==> src/design/scc_delay.sv <==
`timescale 1ns / 1ps
module scc_delay #(
  parameter int W = 32,
  parameter int N = 2
) (
  input  logic         clk,
  input  logic         en,
  input  logic [W-1:0] d,
  output logic [W-1:0] q
);

  logic [W-1:0] tap_r [0:N-1];

  always_ff @(posedge clk) begin
    if (en) begin
      tap_r[0] <= d;
    end
  end

  for (genvar i = 1; i < N; i++) begin : g_tap
    always_ff @(posedge clk) begin
      if (en) begin
        tap_r[i] <= tap_r[i-1];
      end
    end
  end

  assign q = tap_r[N-1];

endmodule

==> config.mk <==
export PLATFORM = sky130hd
export DESIGN_NAME = scc_delay
export DESIGN_NICKNAME = d
export VERILOG_FILES = /design/src/design/scc_delay.sv
export SDC_FILE = /design/constraint.sdc
export NUM_CORES = 1
export LEC_CHECK = 0
export BUFFER_PORTS_ARGS = -buffer_cell sky130_fd_sc_hd__buf_2
export CAP_MARGIN = 20
export CORE_ASPECT_RATIO = 1.1
export CORE_MARGIN = 1
export CORE_UTILIZATION = 47
export CTS_BUF_LIST = sky130_fd_sc_hd__clkbuf_8
export DETAILED_ROUTE_END_ITERATION = 10
export GPL_TIMING_DRIVEN = 0
export HOLD_SLACK_MARGIN = 0.02
export PLACE_DENSITY = 0.77
export SYNTH_ARGS = -nofsm -noshare
export SYNTH_HDL_FRONTEND = slang
export SYNTH_SLANG_ARGS = --single-unit
==> constraint.sdc <==
create_clock -name clk -period 0.8 [get_ports clk]
set_clock_uncertainty 0.2 [all_clocks]
set_input_delay 0.12 -clock clk [delete_from_list [all_inputs] [get_ports clk]]
set_output_delay 0.12 -clock clk [all_outputs]
set_load 0.03 [all_outputs]
### Word-level counts from Yosys, hierarchy flattened

Memory sizes are Yosys's and may differ from the RTL's.
Cells that the tools add are included.
Widths: inputs -> output; s select.

| word-level totals | value |
|---|---|
| input bits | 34 |
| flip-flop bits (word level) | 0 |
| output and inout bits | 32 |
| word-level logic and storage cells | 3 |
| memories kept | 1 |
| bits in writable memories | 64 |

Memories:

| memory | words | width | rd ports | clocked after Yosys merged registers in | write ports | RTL line | text |
|---|---|---|---|---|---|---|---|
| tap_r | 2 | 32 | 2 | 0 | 2 | 12 | `logic [W-1:0] tap_r [0:N-1];` |

| operators by class | value |
|---|---|
| mux-type cells | 2 |

Operators by type and width:

| kind | count |
|---|---|
| $mux 1 | 2 |

### Logic depth before layout (Yosys ltp)

Gate-level depths: netlist of run 1.

| logic depth | value |
|---|---|
| depth after elaboration | 2 |
| mapped depth | 1 |
| mapped depth without buffers | 0 |

### Worst setup path after synthesis of run 1

No wires, ideal clock.

| timing path | value |
|---|---|
| kind | flip-flop to output port |
| from | memory tap_r[1][0], in the netlist tap_r[0][32] |
| to | output q[0] |
| slack | -21 ps |
| stages on the path, launching flop included | 2 |
| arrival time | 501 ps |
| data required time | 480 ps |
| buffers on the path | 1 |
| cell sequence | edfxtp_1 -> buf_4 |

RTL lines:

| what | RTL line | text |
|---|---|---|
| start: declaration | 12 |  |
| end: declaration | 9 | `output logic [W-1:0] q` |

==> run summary, run 1 <==
Yosys warns -> 0
Routed len/inst -> 13.5 µm
Die area -> 4880 µm²
CP top delay family -> flip-flops
Clock Path Buffers -> 2
Min setup slack post-route -> -0.423 ns
Drt pass-1 iters -> 3
Starting Density -> 49.7%
Synth cell count leaders -> edfxtp_1 (64), buf_4 (32)
Die boundary width -> 66.7 µm
CTS tree -> done
# DRC -> 0
Clk slew on worst S/H paths -> 0.06 ns
Hold crit path type -> in2reg
WP data arrival -> 0.90 ns
Post-synth EDFFs -> 64
DIE HEIGHT -> 73.1 µm
MaxCap Viol Count -> 0
Biggest register -> tap_r
Area growth from synthesis to layout -> 24.5%
Top-count cell post-synth -> edfxtp_1
1st-iter DRT viols -> 21
Clock buffer count from CTS -> 9
CTS sink cnt -> 64
Antenna-violating nets left -> 0
P per Cell Area -> 2490 nW/µm²
Worst VDD drop -> 1.56 mV
Number of distinct library cells after synthesis -> 2
FILL cells -> 317
Synth top area share -> 88.9%
Cell Chain, Critical Path -> buf_6
Final Slew Violations -> 0
Post-synth top flop -> edfxtp_1
Synth area leader -> edfxtp_1
Slowest CP cell -> edfxtp_1
Max reg flops -> 64
Core area -> 4350 µm²
Mapped Area -> 2160 µm²
Worst-Margin Slew -> 0.279 ns
DP Wirelength -> 1.82 mm
Multi-input gates -> 0
Overall routing resource usage -> 12.3%
Slowest stage delay, CP -> 0.42 ns
Seq/Total Area, Yosys -> 88.9%
Final Critical Period -> 1.22 ns
Period utilization -> 153%
Startpoint types -> register
Syn_nets -> 130
Worst slew margin -> 81.4%
Clock insertion delay at the later pin of the skew report -> 0.32 ns
Storage element area -> 1920 µm²
H-tree Lvls -> 3
Setup crit end kind -> output port
Final nets -> 175
RSZ-0062 raised after global routing -> true
Total Wirelength -> 2.67 mm
Clock root buffer -> clkbuf_8
Crit path kind -> reg2out
Worst Path Required -> 0.48 ns
Avg Inst Size Synth -> 22.5 µm²
Failing checks -> hold timing, setup timing
Vias/cell -> 4.37
Area contributors post-synth -> edfxtp_1 (89%), buf_4 (11%)
FMAX -> 818 MHz
Pre-CTS setup slack -> -0.762 ns
Global-route wire length before repair -> 3.91 mm
Final hold vios -> 69
Largest registers -> tap_r x64
Num rows -> 25
DR vias -> 860
Post-Syn Instances -> 96
Antenna Cells -> 0
R2R setup slack -> -0.03 ns
#FFs+latches synth -> 64
CP Buf/Inv Count -> 1
Port buffer count -> 65
Grt total ovfl -> 0
Status -> finished with violations
Number of antenna violations at the first check in global routing -> 0
Final Wtd Congestion -> 0.662
Multi-input gate area -> 0 µm²
Pin count of the biggest net entering global routing -> 39
Share of cells above drive strength 1 -> 53.1%
Number of global-route vias before repair -> 879
Asr flop ratio synth -> 0%
Leakage -> 1.04 nW
Final setup fails -> 59
Number of I/O pins -> 66
Final Hold Slack -> -0.227 ns
Worst Path Max Fanout -> 1
## worst paths after layout
kind                                    from      endpoint  depth (start not counted)
worst max-delay path            tap_r[0][48]         q[16]                          1
worst min-delay path                    d[2]   tap_r[0][2]                          1
worst min register to register   tap_r[0][3]  tap_r[0][35]                          0
worst max register to register  tap_r[0][28]  tap_r[0][60]                          0
## stage by stage
stage | instance area [µm²] | std cells | power [mW] | setup TNS [ns] | utilization (%)
3_3_place_gp | 2680 | 215 | 4.77 | -60.61 | 61.5
2_1_floorplan | 2280 | 96 | 4.55 | -0.611 | -
5_1_grt | 2690 | 197 | 6.94 | -14.22 | 61.9
3_5_place_dp | 2700 | 216 | 4.81 | -47.44 | 62.2
4_1_cts | 2690 | 197 | 6.77 | -13.18 | 61.9
6_report | 2690 | 197 | 6.70 | -12.42 | 61.9
## report_power, final
group	internal [mW]	switching [mW]
combinational	0.266	0.332
clock	1.03	0.997
sequential	3.98	0.0860
## final cells by class
cell class | count | area share, %
clock buffer | 9 | 4.60
sequential | 64 | 71.4
clock inverter | 4 | 0.604
tap | 54 | 2.51
timing repair buffer | 66 | 20.9
## placed cells by master, fill, tap and decap left out, drive strengths merged
master	instances
buf	66
clkbuf	9
clkinv	3
edfxtp	64
inv	1
## per-layer routing
layer	GRT usage (%)	up-vias	wire [µm]
met5	0	-	0
met1	11.7	393	992
li1	-	412	-
met2	18.7	47	1350
met4	10.6	0	83
met3	7.03	8	243
## repair_timing
action / 4_1_cts / 5_1_grt
setup endpoints to repair: 128 / 64
gates resized for setup: 67 / 0
endpoints found under the hold margin: 69 / 69
buffers inserted: 0 / 0
## kinds of logic (layout without fill, tap and decap cells)
| logic type | after synthesis | count (layout) | synth area share [%] |
|---|---|---|---|
| buf+inv | 32 | 79 | 11.1 |
| flops | 64 | 64 | 88.9 |
Power figures use the tool's default switching activity.
==> inputs of run 2 (changes only) <==
Settings changed: CORE_UTILIZATION 47 to 45, CTS_BUF_LIST sky130_fd_sc_hd__clkbuf_8 to sky130_fd_sc_hd__clkbuf_16, PLACE_DENSITY 0.77 to 0.74.
==> run 2 against run 1 <==
The run still ends with hold timing, setup timing left; power increased by 23%; wire length up 7.4%; sequential share of layout area shrank 4.1 points; sequential cell count unchanged; maximum frequency increased by 3.1%; global-route usage rose by 0.46 points; clock power is 75% higher; via count up 1.6%; first-iteration DRC count is 67% higher; combinational power grew 4.0%; utilization is 0.065 points lower; critical endpoint is now q[25]; highest routed layer unchanged.
==> run summary, run 2 (same netlist as run 1, synthesis figures left out) <==
Final setup fails -> 61 (+3.4%)
Worst-Margin Slew -> 0.202 ns (-0.0765 ns)
CTS tree -> done
Biggest register -> tap_r
Metal2 WL -> 1.57 mm (+16%)
Final hold vios -> 52 (-25%)
DIE HEIGHT -> 74.7 µm (+2.1%)
Worst VDD drop -> 1.93 mV (+24%)
Highest Signal Layer -> met4
CTS sink cnt -> 64 (unchanged)
Pin count of the biggest net entering global routing -> 23 (-41%)
# DRC -> 0 (unchanged)
Placed Cells -> 218 (+0.93%)
Clock insertion delay at the later pin of the skew report -> 0.32 ns (about the same)
Overall routing resource usage -> 12.8% (+0.46 points)
Path depth of the worst reg2reg path -> 0 (unchanged)
Post-CTS Setup Bufs -> 0 (unchanged)
Clock root buffer -> clkbuf_16
CP startpoint -> tap_r[0][57]
Die area -> 5090 µm² (+4.3%)
Die boundary width -> 68.1 µm (+2.1%)
Cell Chain, Critical Path -> buf_6
Grt total ovfl -> 0 (unchanged)
Worst Path Max Fanout -> 1 (unchanged)
Setup TNS -> -12.14 ns (+0.280 ns)
Capturing point of the worst reg2reg path -> tap_r[0][32]
Setup crit end kind -> output port
Port buffer count -> 65 (unchanged)
Antenna-violating nets left -> 0 (unchanged)
Leakage -> 1.11 nW (+6.5%)
Crit path kind -> reg2out
DP Wirelength -> 1.98 mm (+8.7%)
Area growth from synthesis to layout -> 32.2%
P per Cell Area -> 2890 nW/µm² (+16%)
Cell area after layout -> 2860 µm² (+6.1%)
Largest registers -> tap_r x64
Final nets -> 176 (+0.57%)
Number of antenna violations at the first check in global routing -> 0 (unchanged)
Slowest CP cell -> edfxtp_1
Clk slew on worst S/H paths -> 0.05 ns (about the same)
Min setup slack post-route -> -0.386 ns (+0.0366 ns)
WP data arrival -> 0.87 ns (-0.03 ns)
Share of cells above drive strength 1 -> 54.5% (+1.3 points)
Startpoint types -> register
Hold crit path type -> in2reg
Starting Density -> 46.8% (-2.9 points)
Core area -> 4620 µm² (+6.2%)
Slowest stage delay, CP -> 0.39 ns (-0.03 ns)
HP Start -> d[7]
Clock Path Buffers -> 2 (unchanged)
Crit path depth -> 1 (unchanged)
Clock buffer count from CTS -> 9 (unchanged)
Number of I/O pins -> 66 (unchanged)
Routed len/inst -> 14.3 µm (+5.2%)
R2R setup slack -> -0.05 ns (-0.02 ns)
RR Startpoint -> tap_r[0][0]
Multi-input gate area -> 0 µm² (unchanged)
Failing checks -> hold timing, setup timing
Worst Path Required -> 0.48 ns (about the same)
Antenna Cells -> 0 (unchanged)
FMAX -> 843 MHz (+3.1%)
Vias/cell -> 4.35 (-0.39%)
Storage element area -> 1920 µm² (unchanged)
Status -> finished with violations
1st-iter DRT viols -> 35 (+67%)
Max reg flops -> 64 (unchanged)
Setup crit end -> q[25]
CP Buf/Inv Count -> 1 (unchanged)
Num rows -> 26 (+4.0%)
Final Wtd Congestion -> 0.641 (-3.2%)
DR vias -> 874 (+1.6%)
Most frequent cells in the layout -> edfxtp_1 (64), buf_2 (32), buf_6 (32)
Total Wirelength -> 2.87 mm (+7.4%)
Global-route wire length before repair -> 4.08 mm (+4.2%)
Drt pass-1 iters -> 4 (+1)
MaxCap Viol Count -> 0 (unchanged)
Period utilization -> 148% (-4.6 points)
Number of global-route vias before repair -> 882 (+0.34%)
Routed length on met3 -> 171 µm (-30%)
Final Slew Violations -> 0 (unchanged)
FILL cells -> 327 (+3.2%)
Final Hold Slack -> -0.224 ns (+0.00270 ns)
Final Critical Period -> 1.19 ns (-0.0366 ns)
Multi-input gates -> 0 (unchanged)
Worst slew margin -> 86.5% (+5.1 points)
RSZ-0062 raised after global routing -> true
H-tree Lvls -> 3 (unchanged)
Most common cell after layout, fill and taps aside -> edfxtp_1
Placed instance area -> 2700 µm² (-0.19%)
Met1 WL -> 1.06 mm (+6.9%)
CP top delay family -> flip-flops
Final cell count without fillers -> 201 (+2.0%)
==> run 2: cell types whose count changed in the layout (fill, tap and decap cells not counted) <==
cell | before | now
buf_16 | 1 | 2
clkbuf_8 | 9 | 0
inv_1 | 1 | 0
bufinv_16 | 0 | 1
clkinvlp_4 | 0 | 1
clkbuf_16 | 0 | 9
==> run 2: timing repair <==
action                                 4_1_cts  5_1_grt
cloned                                       1        0
setup endpoints to repair                  105       64
endpoints found under the hold margin       52       52
gates resized for setup                     69        0
==> run 2: final cells by class <==
cell class | instances | area share, %
sequential | 64 | 67.3
tap | 56 | 2.45
timing repair buffer | 67 | 20.7
clock inverter | 5 | 1.75
clock buffer | 9 | 7.88
==> run 2: report_power, final <==
part / leakage [nW] / switching, mW / internal, mW
Combinational: 0.352 / 0.342 / 0.280
Clock: 0.132 / 1.22 / 2.34
Sequential: 0.626 / 0.0830 / 3.99
==> run 2: layer usage <==
metal  vias to the layer above  GRT usage (%)
met5                         -              0
met3                         6           5.61
li1                        415              -
met4                         0           11.8
met2                        42           20.2
met1                       411           12.4
==> run 2: metrics by stage <==
| step | power, mW | worst slack, ns | utilization, % |
|---|---|---|---|
| final | 8.26 | -0.386 | 61.9 |
| after global routing | 8.50 | -0.423 | 61.9 |
| after CTS | 8.33 | -0.403 | 61.9 |
| after detailed placement | 4.82 | -0.588 | 58.4 |
| after global placement | 4.77 | -0.879 | 58.0 |
| after floorplan | 4.55 | -0.0191 | - |
==> run 2: worst min-delay path by stage <==
stage                               to  depth (start not counted)
final                      tap_r[0][7]                          1
after global routing       tap_r[0][5]                          1
after CTS                 tap_r[0][30]                          1
after detailed placement   tap_r[0][7]                          1
after global placement    tap_r[0][22]                          1
after floorplan            tap_r[0][0]                          0
